`src/hdl/lnca_pkg.sv`:
```
// Shared types and constants for the L1 nearest-center assignment block.
// Used by every module of the block; depends on nothing.
package lnca_pkg;

   // Fixed field widths
   localparam int CIDX_W = 4;
   localparam int DIDX_W = 6;
   localparam int VAL_W  = 8;
   localparam int POS_W  = 7;
   localparam int DIST_W = 14;
   localparam int CNT_W  = 16;
   localparam int DIMS_W = 7;
   localparam int CENT_W = 5;

   // Queue between front and back
   localparam int QDEPTH = 4;
   localparam int QPTR_W = 2;

   // Saturation limits
   localparam logic [DIST_W-1:0] DIST_MAX = 14'h3FFF;
   localparam logic [CNT_W-1:0]  CNT_MAX  = 16'hFFFF;

   // Register indexes of the configuration port
   localparam logic [0:0] CSR_DIMS    = 1'b0;
   localparam logic [0:0] CSR_CENTERS = 1'b1;

   // Reset values of the configuration registers
   localparam logic [DIMS_W-1:0] DIMS_RESET = 7'd64;
   localparam logic [CENT_W-1:0] CENT_RESET = 5'd16;

   // Result kinds
   localparam logic KIND_ASSIGN   = 1'b0;
   localparam logic KIND_READBACK = 1'b1;

   typedef enum logic [1:0] {
      OP_LOAD  = 2'd0,
      OP_POINT = 2'd1,
      OP_CLEAR = 2'd2,
      OP_READ  = 2'd3
   } lnca_op_type;

   // Classified item as queued by the front
   typedef struct packed {
      lnca_op_type        op;
      logic               in_range;  // load or readback target exists
      logic               last;      // last coordinate of a point
      logic [CIDX_W-1:0]  cidx;
      logic [POS_W-1:0]   row;       // table row: coordinate position or load dim
      logic [VAL_W-1:0]   value;
   } lnca_item_type;

   // Result beat payload
   typedef struct packed {
      logic               kind;
      logic [CIDX_W-1:0]  center;
      logic [DIST_W-1:0]  distance;
      logic [CNT_W-1:0]   count;
   } lnca_result_type;

endpackage

```
`src/hdl/lnca_front.sv`:
```
// Front end: accepts request beats, tracks the coordinate position of the
// current point and classifies each beat for the back end. Uses lnca_pkg.
module lnca_front #(
   parameter int MAX_DIMS    = 64,
   parameter int MAX_CENTERS = 16
) (
   input  logic                          clock,
   input  logic                          reset,
   input  logic                          in_valid,
   output logic                          in_ready,
   input  lnca_pkg::lnca_op_type         in_op,
   input  logic [lnca_pkg::CIDX_W-1:0]   in_cidx,
   input  logic [lnca_pkg::DIDX_W-1:0]   in_didx,
   input  logic [lnca_pkg::VAL_W-1:0]    in_value,
   input  logic [lnca_pkg::DIMS_W-1:0]   dims_eff,
   input  logic                          q_full,
   output logic                          q_push,
   output lnca_pkg::lnca_item_type       q_item
);

   logic [lnca_pkg::POS_W-1:0] pos_ff, pos_in;
   logic                       last;
   logic                       accept;

   assign in_ready = !q_full;
   assign accept   = in_valid && !q_full;
   assign q_push   = accept;

   // End the point once position + 1 reaches the dimension count
   assign last = ({1'b0, pos_ff} + 8'd1) >= {1'b0, dims_eff};

   // Advance or wrap the coordinate position on point beats
   always_comb begin
      pos_in = pos_ff;
      if (accept && in_op == lnca_pkg::OP_POINT) begin
         pos_in = last ? '0 : pos_ff + 7'd1;
      end
   end

   always_ff @(posedge clock) begin
      if (reset) begin
         pos_ff <= '0;
      end else begin
         pos_ff <= pos_in;
      end
   end

   // Classify the beat
   always_comb begin
      q_item.op    = in_op;
      q_item.last  = last;
      q_item.cidx  = in_cidx;
      q_item.value = in_value;
      q_item.row   = (in_op == lnca_pkg::OP_POINT) ? pos_ff : lnca_pkg::POS_W'(in_didx);
      case (in_op)
         lnca_pkg::OP_LOAD: begin
            q_item.in_range = (32'(in_cidx) < MAX_CENTERS) && (32'(in_didx) < MAX_DIMS);
         end
         lnca_pkg::OP_READ: begin
            q_item.in_range = 32'(in_cidx) < MAX_CENTERS;
         end
         default: begin
            q_item.in_range = 1'b1;
         end
      endcase
   end

endmodule

```
`config.mk`:
```
export PLATFORM = sky130hd
export DESIGN_NAME = lnca_front
export DESIGN_NICKNAME = d
export VERILOG_FILES = /design/src/hdl/lnca_pkg.sv /design/src/hdl/lnca_front.sv
export SDC_FILE = /design/constraint.sdc
export NUM_CORES = 1
export LEC_CHECK = 0
export BUFFER_PORTS_ARGS = -buffer_cell sky130_fd_sc_hd__buf_2
export CAP_MARGIN = 40
export CORE_AREA = 4 4 56 48
export CTS_CLUSTER_SIZE = 20
export DETAILED_ROUTE_END_ITERATION = 8
export DIE_AREA = 0 0 60 52
export PLACE_DENSITY = 0.77
export RECOVER_POWER = 25
export SLEW_MARGIN = 20
export SYNTH_ARGS = -nofsm -noshare
export SYNTH_HDL_FRONTEND = slang
export SYNTH_SLANG_ARGS = --single-unit
```
`constraint.sdc`:
```
create_clock -name clock -period 3.65 [get_ports clock]
set_input_delay 1.095 -clock clock [delete_from_list [all_inputs] [get_ports clock]]
set_output_delay 1.095 -clock clock [all_outputs]
set_load 0.005 [all_outputs]
```
* After elaboration in Yosys (flattened, before gate mapping)
Index checks and enable logic that the tools add are counted.
** Storage, ports and cells
- Bits in registers :: 7
- Latch bits :: 0
- RAM bits :: 0
- Bits in read-only memories :: 0
- Bits of input ports :: 31
- Output and inout bits :: 25
- Logic and storage cells :: 10
- Memories :: 0
** Cells by class
- Add/subtract/negate cells :: 2
- $mul :: 0
- Div/mod/pow operators :: 0
- $lt $le $gt $ge :: 1
- Equality and inequality tests :: 1
- Shifts and indexed selects :: 0
- Muxes and demuxes :: 2
- Bitwise operators :: 0
- Reductions and logical operators :: 3
** Operators by type and width (number)
- 2-to-1 mux 7 bit :: 2
- adder 7 x 1 -> 8 bit, second input constant :: 1
- >= comparator 8 x 7 -> 1 bit :: 1
- adder 7 x 1 -> 7 bit, second input constant :: 1
- equality test 2 x 1 -> 1 bit, second input constant :: 1
- logical AND 1 bit :: 2
- logical NOT 1 bit :: 1

* Longest topological paths before layout
- Depth after elaboration :: 3
- Depth in mapped cells :: 10

* Worst setup path before layout
Ideal clock, no wire load.
- Kind :: input to output
- Start :: input port dims_eff[2] in the netlist's numbering
- End :: output port q_item[19] in the netlist's numbering
- Arrival :: 2296 ps
- Data required time :: 2555 ps
- Setup slack :: 259 ps
- Cell stages on the path :: 8
- Buffers on the path :: 2
- Cells stage by stage :: inv_1 -> ha_1 -> a211oi_2 -> o21ai_1 -> a211oi_2 -> buf_6 -> nand2_1 -> buf_4
** Between the ends
- Longest elaborated chain between the ends :: 1
** RTL lines
- from (decl) :: RTL line lnca_front.sv:15 : input logic [lnca_pkg::DIMS_W-1:0] dims_eff,
- >= comparator 8 x 7 -> 1 bit :: RTL line lnca_front.sv:30 : assign last = ({1'b0, pos_ff} + 8'd1) >= {1'b0, dims_eff};
- to (decl) :: RTL line lnca_front.sv:18 : output lnca_pkg::lnca_item_type q_item
Every way passes these cells.

==> qor.yml <==
status: "finished, final reports clean"
rsz0062_at_grt: "no"
io_buffer_count: 30
period_share_pct: 95.3
ys_ff_latch: 7
drtIter0Drc: 23
numCtsBuffers: 3
holdCritPathClass: "reg -> reg"
grt_max_degree: 14
core-area_sq_um: 2100
drv_slew: 0
critPathMaxFanout: 6
power.total_uw: 194
cts_tree: "yes"
synth_fp_nets: 150
fin_nets: 163
highest_layer: "met4"
setup_violations: 0
ys_types: 32
ir_worst_vdd_uv: 130
initial_core_util_pct: 41.0
fin_tns_setup_ns: 0
hold_buffers: 0
num_antenna_cells: 0
dieArea_sq_um: 3120
power.density_nw_per_um2: 212
cts_sinks: 7
reg_top3: "pos_ff (7)"
hold_viol: 0
cts.htree.levels: 1
maxCapViolCount: 0
critPathLaunchType: "flop"
clockBufferDepth: 2
drt_wl_total_um: 1980
worst-setup-path-type: "reg -> out"
grt_pass1_wl_um: 3260
post_drt_via_cell_ratio: 5.16
synth_area_sq_um: 861
end_kind: "output pin"
die_y_um: 52
wl_met1_um: 796
utilization_pct: 43.6
antenna_found_initial: 0
clkLatencyLatePin_ns: 0.25
wl_per_cell_um: 13.4
dr.pass1.iters: 4
die_w_um: 60
cts_setup_buffers: 0
crit_required_ns: 2.55
power_leakage_uw: 0.000464
met3_length_um: 193
io_pins: 56
worstHoldPathCells: 2
rows: 15
period_minus_slack_ns: 3.48
synth_warnings: 0
synth_area_per_cell_sq_um: 7.76
clockRootBuffer: "clkbuf_4"
groute.usage.overall_pct: 13.5
ant_nets: 0
cp.arrival_ns: 2.38
top_register: "pos_ff"
max_freq_mhz: 288
wl_met2_um: 966
grt_pass1_vias: 782
layout_commonest_cell: "buf_2"
layout_common_cells: "buf_2 (30), nand2_1 (11), inv_1 (9), ha_1 (8), dfxtp_1 (7)"
clk_pin_slew_ns: 0.05
routabilityCongestion: 0.819
dp_hpwl_um: 1590
fin_worst_skew_ns: 0.00440
grt_overflow: 0
yosysSeqAreaShare_pct: 16.3
post-route-drc-count: 0
largest_reg_flops: 7
vias: 763
syn_inst: 111
drive_gt1_share_pct: 37.4
area_growth_pct: 6.40
r2r_cells: 10
post_cts_resized: 0
-- synth_stat cells --
master,n,area (sq um)
dfxtp_1,7,140
clkbuf_2,2,10.0
nand2b_4,1,13.8
o2111a_1,1,11.3
a211oi_2,2,25.0
o211ai_1,1,7.51
mux2_2,6,67.6
buf_2,3,15.0
inv_1,9,33.8
nand3_2,1,10.0
nand4_1,5,31.3
a31oi_1,3,18.8
a21oi_1,3,15.0
buf_4,17,128
a21o_1,1,7.51
ha_1,8,100
nor3_1,3,15.0
nand2b_1,1,6.26
xor2_1,1,8.76
buf_1,1,3.75
nor2b_1,3,18.8
o21ai_1,1,5.00
buf_6,1,11.3
a41o_1,1,10.0
xnor2_1,4,35.0
nor2_1,5,18.8
conb_1,1,3.75
nor3_2,1,10.0
nor3b_1,1,7.51
or2_1,1,6.26
nand2_1,11,41.3
nand3_1,5,25.0
-- layout make-up --
| class | count | area [sq um] |
|---|---|---|
| Multi-Input combinational cell | 71 | 519 |
| Inverter | 9 | 33.8 |
| Clock buffer | 4 | 26.3 |
| Tap cell | 25 | 31.3 |
| Timing Repair Buffer | 32 | 165 |
| Fill cell | 238 | 1190 |
| Sequential cell | 7 | 140 |
-- stage by stage --
stage	instances	area [sq um]	setup WS (ns)	hold slack, ns
finish	148	916	0.172	0.530
global route	148	916	0.0169	0.557
CTS	148	916	0.173	0.538
detailed placement	144	890	0.217	0.531
global placement	144	890	0.276	0.497
floorplan	111	861	0.259	0.471
-- kinds of logic (layout without fill, tap and decap cells) --
kind of cell,after synthesis,count (layout),share of synthesized area (%)
and+or+nand+nor,38,38,23.7
AOI/OAI and AO/OA,13,13,11.6
adders and majority gates,8,8,11.6
xor gates and xnor gates,5,5,5.09
buffers and inverters,33,45,23.4
other,1,1,0.436
muxes,6,6,7.85
DFF,7,7,16.3
-- worst max-delay path: stages, from the launching register on --
cell and delay (ns):
dfxtp_1 0.43, ha_1 0.26, nand3_1 0.19, nor2_1 0.18
xnor2_1 0.17, ha_1 0.29, o2111a_1 0.15, a211oi_2 0.23
nand2_1 0.10, buf_2 0.13
-- final timing paths --
check	from	slack (ns)	endpoint
max	pos_ff[0]	0.17	q_item[19]
min	pos_ff[1]	0.53	pos_ff[1]
max reg2reg	pos_ff[0]	1.17	pos_ff[4]
min reg2reg	pos_ff[1]	0.53	pos_ff[1]
-- per-layer routing --
layer	vias up	global-route usage, %
met1	344	14.3
met5	-	0
li1	382	-
met3	6	4.22
met4	0	5.17
met2	31	24.5
-- report_power, final --
| group | switching [uW] | total [uW] | internal (uW) |
|---|---|---|---|
| Combinational | 19.4 | 42.7 | 23.3 |
| Clock | 29.4 | 71.1 | 41.8 |
| Sequential | 2.74 | 80.5 | 77.8 |
Note: power is estimated with default switching activity, not from simulation.
