File: src/hdl/lnca_pkg.sv
// Shared types and constants for the L1 nearest-center assignment block.
// Used by every module of the block; depends on nothing.
package lnca_pkg;

   // Fixed field widths
   localparam int CIDX_W = 4;
   localparam int DIDX_W = 6;
   localparam int VAL_W  = 8;
   localparam int POS_W  = 7;
   localparam int DIST_W = 14;
   localparam int CNT_W  = 16;
   localparam int DIMS_W = 7;
   localparam int CENT_W = 5;

   // Queue between front and back
   localparam int QDEPTH = 4;
   localparam int QPTR_W = 2;

   // Saturation limits
   localparam logic [DIST_W-1:0] DIST_MAX = 14'h3FFF;
   localparam logic [CNT_W-1:0]  CNT_MAX  = 16'hFFFF;

   // Register indexes of the configuration port
   localparam logic [0:0] CSR_DIMS    = 1'b0;
   localparam logic [0:0] CSR_CENTERS = 1'b1;

   // Reset values of the configuration registers
   localparam logic [DIMS_W-1:0] DIMS_RESET = 7'd64;
   localparam logic [CENT_W-1:0] CENT_RESET = 5'd16;

   // Result kinds
   localparam logic KIND_ASSIGN   = 1'b0;
   localparam logic KIND_READBACK = 1'b1;

   typedef enum logic [1:0] {
      OP_LOAD  = 2'd0,
      OP_POINT = 2'd1,
      OP_CLEAR = 2'd2,
      OP_READ  = 2'd3
   } lnca_op_type;

   // Classified item as queued by the front
   typedef struct packed {
      lnca_op_type        op;
      logic               in_range;  // load or readback target exists
      logic               last;      // last coordinate of a point
      logic [CIDX_W-1:0]  cidx;
      logic [POS_W-1:0]   row;       // table row: coordinate position or load dim
      logic [VAL_W-1:0]   value;
   } lnca_item_type;

   // Result beat payload
   typedef struct packed {
      logic               kind;
      logic [CIDX_W-1:0]  center;
      logic [DIST_W-1:0]  distance;
      logic [CNT_W-1:0]   count;
   } lnca_result_type;

endpackage

File: src/hdl/lnca_fifo.sv
// Short queue of classified items between the front and the back end.
// Uses lnca_pkg for the item type and depth.
module lnca_fifo (
   input  logic                     clock,
   input  logic                     reset,
   input  logic                     push,
   input  lnca_pkg::lnca_item_type  push_item,
   output logic                     full,
   input  logic                     pop,
   output logic                     empty,
   output lnca_pkg::lnca_item_type  head
);

   lnca_pkg::lnca_item_type      q_ff [lnca_pkg::QDEPTH];
   logic [lnca_pkg::QPTR_W-1:0]  wr_ptr_ff, wr_ptr_in;
   logic [lnca_pkg::QPTR_W-1:0]  rd_ptr_ff, rd_ptr_in;
   logic [lnca_pkg::QPTR_W:0]    cnt_ff, cnt_in;

   assign full  = cnt_ff == (lnca_pkg::QPTR_W+1)'(lnca_pkg::QDEPTH);
   assign empty = cnt_ff == '0;
   assign head  = q_ff[rd_ptr_ff];

   // Move pointers and fill count
   always_comb begin
      wr_ptr_in = push ? wr_ptr_ff + 1'b1 : wr_ptr_ff;
      rd_ptr_in = pop  ? rd_ptr_ff + 1'b1 : rd_ptr_ff;
      cnt_in    = cnt_ff;
      if (push && !pop) begin
         cnt_in = cnt_ff + 1'b1;
      end else if (pop && !push) begin
         cnt_in = cnt_ff - 1'b1;
      end
   end

   always_ff @(posedge clock) begin
      if (reset) begin
         wr_ptr_ff <= '0;
         rd_ptr_ff <= '0;
         cnt_ff    <= '0;
      end else begin
         wr_ptr_ff <= wr_ptr_in;
         rd_ptr_ff <= rd_ptr_in;
         cnt_ff    <= cnt_in;
      end
   end

   // Store the entry
   always_ff @(posedge clock) begin
      if (push) begin
         q_ff[wr_ptr_ff] <= push_item;
      end
   end

endmodule

File: config.mk
export PLATFORM = sky130hd
export DESIGN_NAME = lnca_fifo
export DESIGN_NICKNAME = d
export VERILOG_FILES = /design/src/hdl/lnca_pkg.sv /design/src/hdl/lnca_fifo.sv
export SDC_FILE = /design/constraint.sdc
export NUM_CORES = 1
export LEC_CHECK = 0
export BUFFER_PORTS_ARGS = -buffer_cell sky130_fd_sc_hd__buf_2
export CAP_MARGIN = 20
export CORE_AREA = 2 2 90 92
export DETAILED_ROUTE_END_ITERATION = 8
export DIE_AREA = 0 0 92 94
export GPL_TIMING_DRIVEN = 0
export PLACE_DENSITY = 0.69
export SYNTH_ARGS = -nofsm -noshare
export SYNTH_HDL_FRONTEND = slang
export SYNTH_SLANG_ARGS = --single-unit
File: constraint.sdc
create_clock -name clock -period 2 [get_ports clock]
set_input_delay 0.6 -clock clock [delete_from_list [all_inputs] [get_ports clock]]
set_output_delay 0.6 -clock clock [all_outputs]
set_load 0.02 [all_outputs]
### Word-level counts from Yosys, hierarchy flattened

Memory sizes are Yosys's and may differ from the RTL's. A register that Yosys moved wholly into a read port is not among the register bits.
Cells that the tools add are included.
Widths: inputs -> output; s select.

| operators by class | value |
|---|---|
| add/sub/neg operators | 4 |
| eq/ne operators | 1 |
| mux-type cells | 6 |
| reduce and logical (&&, ||, !) cells | 6 |

Operators by type and width:

| operator | number |
|---|---|
| $mux 3 | 2 |
| $add 2x1->2 const B | 2 |
| $mux 2 | 2 |
| $add 3x1->3 const B | 1 |
| $eq 3x3->1 const B | 1 |
| $logic_not 3->1 | 1 |
| $sub 3x1->3 const B | 1 |
| $logic_and 1x1->1 | 2 |
| $logic_not 1->1 | 2 |
| $mux 1 | 2 |
| $reduce_bool 2->1 | 1 |

| word-level totals | value |
|---|---|
| register bits after elaboration | 7 |
| RAM bits | 92 |
| input port bits | 27 |
| output and inout port bits | 25 |
| logic and storage cells | 21 |
| memories | 1 |

Memory list:

| name | words | bits a word | rd ports | clocked after Yosys merged registers in | wr ports | line | RTL |
|---|---|---|---|---|---|---|---|
| q_ff | 4 | 23 | 1 | 1 | 1 | lnca_fifo.sv:14 | `lnca_pkg::lnca_item_type q_ff [lnca_pkg::QDEPTH];` |

### Logic depth before layout (Yosys ltp)

| logic depth | value |
|---|---|
| depth after elaboration | 4 |
| depth in mapped cells | 7 |
| depth with buffers taken out | 7 |

### Worst setup path before layout

OpenSTA, ideal clock, no wires.

| timing | value |
|---|---|
| path type | input -> register |
| start | in pop |
| end | reg cnt_ff[2] (netlist bit) |
| library setup time | 0.070 ns |
| data arrival time | 1.790 ns |
| required time | 1.930 ns |
| slack | 0.140 ns |
| stages on the path | 7 |
| buffers on the path | 0 |
| path through | inv_1 -> ha_1 -> inv_1 -> fa_1 -> xor2_1 -> or3_1 -> a21oi_1 |

| on the way | value |
|---|---|
| longest elaborated chain between the ends | 3 |
| elaborated cells between the ends (all ways) | 5 |
| those cells by class | mux: 1; reduce/logical: 4 |

Ends and longest elaborated chain:

| what | line | RTL |
|---|---|---|
| start, declared | lnca_fifo.sv:9 | `input logic pop,` |
| $logic_not 1->1 | lnca_fifo.sv:28 | `if (push && !pop) begin` |
| $logic_and 1x1->1 | lnca_fifo.sv:28 |  |
| $mux 3 / $reduce_bool 2->1 (equally long branches) | -- |  |
| end signal, assigned | lnca_fifo.sv:43 | `cnt_ff <= cnt_in;` |
| end, declared | lnca_fifo.sv:17 | `logic [lnca_pkg::QPTR_W:0] cnt_ff, cnt_in;` |

Parallel ways exist; a longest one is shown, timed or not.
A chain may end at the register's enable or synchronous reset.

==> summary.txt <==
Status
  – Outcome: finished with violations
  – Failing checks: negative setup slack

Power
  – Internal: 3.36 mW
  – Clk network pwr share: 28.2%
  – Switching pwr: 1.03 mW
  – PwrDens: 941 nW/um^2
  – Lkg Pwr: 1.61 nW
  – Comb power frac: 15.8%
  – Sequential power share: 56.0%
  – Peak VDD IR: 454 uV
  – Sw Ratio: 23.4%

Finish
  – Cell area after layout: 4660 um^2
  – Fillers: 561
  – Synthesis-to-finish area growth: 23.2%
  – Final #Nets: 266
  – Final Non-Filler Cells: 340
  – Antenna Cells: 0
  – Layout Utilization: 61.2%
  – Layout cells sized above 1: 42.4%

Logic synthesis
  – Synth Cell Area: 3780 um^2
  – Post-Syn Instances: 164
  – Synthesized Nets: 197
  – Sequential area share after synthesis: 77.8%
  – Yosys cell types: 22
  – Syn avg cell area: 23.1 um^2
  – Yosys reg bits: 101
  – Warnings from Yosys: 0

Global route
  – Antenna violations before repair: 0
  – M3 GR Usage: 3.45%
  – First-pass GRT wire length: 9.19 mm
  – Number of global-route vias before repair: 1827
  – Grt met2 use: 25.2%
  – Busiest grt layer: met2
  – Met1 Resource Use GR: 17.7%
  – Largest net degree at the start of global routing: 19
  – GRT Util Overall: 14.7%
  – Congestion Overflow GR: 0

Routing
  – WL per Instance: 17.7 um
  – Total wire length: 6.02 mm
  – Routed via count: 1733
  – DRC viols: 0
  – Starting DRT DRC Count: 109
  – Router iterations before antenna repair: 4
  – Routed Antenna Nets: 0
  – Via density: 5.10

Die
  – I/O Pins: 52
  – Die Y: 94 um
  – Row cnt: 32
  – Die width: 92 um
  – Core Region: 7610 um^2
  – Starting density of the core: 49.7%
  – Die area: 8650 um^2

Flow run
  – Max_cap viols: 0

STA
  – Worst slew pin tran: 591 ps
  – Setup TNS Final: -5120 ps
  – Fin crit period: 2250 ps
  – Slack of the critical path: -250 ps
  – Setup-failing EPs final: 23
  – Hold slack: 459 ps
  – Fin crit share: 113%
  – RSZ-0062 raised after global routing: true
  – Max Slew Vio Count: 0
  – Clk_skew: 4.62 ps
  – Fmax: 444 MHz
  – Slew HR: 60.6%
  – Final-report hold violation count: 0

CTS
  – Clock sink count: 101
  – Clock-pin slew on the worst setup and hold paths: 90 ps
  – Clk buf depth: 2
  – Worst-Skew Late Latency: 350 ps
  – CTS Buf Count: 9
  – Root buffer cell: clkbuf_8
  – TritonCTS clock tree: built
  – H-tree Lvls: 3

Setup path
  – Worst r2r src: wr_ptr_ff[0]$_SDFFE_PP0P_
  – CP startpoint kind: flop
  – CP required: 1400 ps
  – Critical path capture point type: output pin
  – CP max-delay cell: mux4_2
  – Worst path cell trace: buf_8 -> clkbuf_16 -> mux4_2 -> buf_6
  – WP data arrival: 1650 ps
  – R2R Path End: q_ff[0][3]$_DFFE_PP_
  – CP top delay family: multiplexers
  – Largest stage delay on the critical path: 510 ps
  – Setup CP Type: flop to output pin
  – Register-to-register setup slack: 370 ps
  – CP Buf/Inv Count: 3
  – Worst-path fanout max: 6
  – R2R depth: 4

Min path
  – Hold path endpoint: q_ff[3][8]$_DFFE_PP_
  – Worst min path class: input port to flop
  – Hold path startpoint: push_item[8]
  – Cell count of the worst hold path: 1

Placed design
  – DP Area: 4260 um^2
  – DP HPWL: 3.90 mm
  – Placed Cells: 320
  – Placer Congestion: 0.674
  – IO buf count: 50
-- cells in the mapped netlist (all sizes together) --
cell    number  area, um^2
xnor2        2        17.5
clkbuf       1        3.75
nor3b        1        7.51
fa           1        20.0
inv          4        15.0
nand2        1        3.75
ha           5        62.6
nor3         1        5.00
or3          1        6.26
a21oi        1        5.00
edfxtp      92        2760
o21ai        1        5.00
nor2         7        26.3
mux4        23         529
buf          5        61.3
mux2i        2        20.0
and2         4        25.0
xor2         3        26.3
dfxtp        9         180
-- through the flow --
step	setup WS [ps]	power [mW]
finish	-250	4.39
CTS	-265	4.31
detailed placement	-73.7	3.07
floorplan	140	2.87
global placement	-151	3.04
global route	-291	4.56
-- flip-flops by register name, summed over array words and instances, names as in the netlist, named ones only --
name       flops
q_ff          92
cnt_ff         3
rd_ptr_ff      2
wr_ptr_ff      2
-- area by class of cell --
class,instances,area [um^2],area share (%)
well taps,102,128,2.74
plain buffers,6,73.8,1.58
flip-flops and latches,101,2940,63.2
clock buffers,11,131,2.82
multi-input cells,53,748,16.1
clock inverters,5,61.3,1.32
repair buffers,58,557,12.0
inverters,4,15.0,0.322
-- logic make-up after synthesis --
family / share of synthesized area (%)
XOR/XNOR: 1.16
multiplexers: 14.5
adder cells (fa/ha/maj): 2.18
AND/OR/NAND/NOR: 1.95
flip-flops: 77.8
buffers and inverters: 2.12
AO/OA/AOI/OAI: 0.264
-- per-layer routing --
metal  share of wire (%)  wire [um]
met2                  54       3240
met4                0.33         20
met5                   0          0
met1                  41       2440
met3                 5.3        316
-- cells in the final DEF (no fill, tap or decap), types with 4 or more instances in the layout --
master    Yosys  final
nor2_1        7      7
inv_1         4      4
clkbuf_8      0      9
and2_1        4      4
ha_1          5      5
buf_6         1     23
mux4_2       20     23
dfxtp_1       9      8
buf_2         2     27
edfxtp_1     92     92
-- what timing repair did --
action,CTS,global route
setup buffers,2,0
gates cloned,0,2
setup endpoints to repair,23,23
gates resized for setup,10,43
hold buffers,0,0
-- power by group through the flow --
stage | Clock, mW | Sequential, mW | Combinational [mW]
after floorplan | 0 | 2.49 | 0.374
final | 1.24 | 2.46 | 0.691
after global placement | 0 | 2.50 | 0.537
after CTS | 1.26 | 2.46 | 0.592
after detailed placement | 0 | 2.51 | 0.570
after global routing | 1.35 | 2.47 | 0.740
-- worst max path at each step --
stage / startpoint / to / cells after the start
3_5_place_dp: push / cnt_ff[2]$_SDFFE_PP0P_ / 7
3_3_place_gp: push / q_ff[1][13]$_DFFE_PP_ / 2
2_1_floorplan: pop / cnt_ff[2]$_SDFFE_PP0P_ / 7
4_1_cts: flop / head[4] / 4
6_report: flop / head[1] / 4
5_1_grt: flop / head[1] / 4
Note: power is estimated with default switching activity, not from simulation.
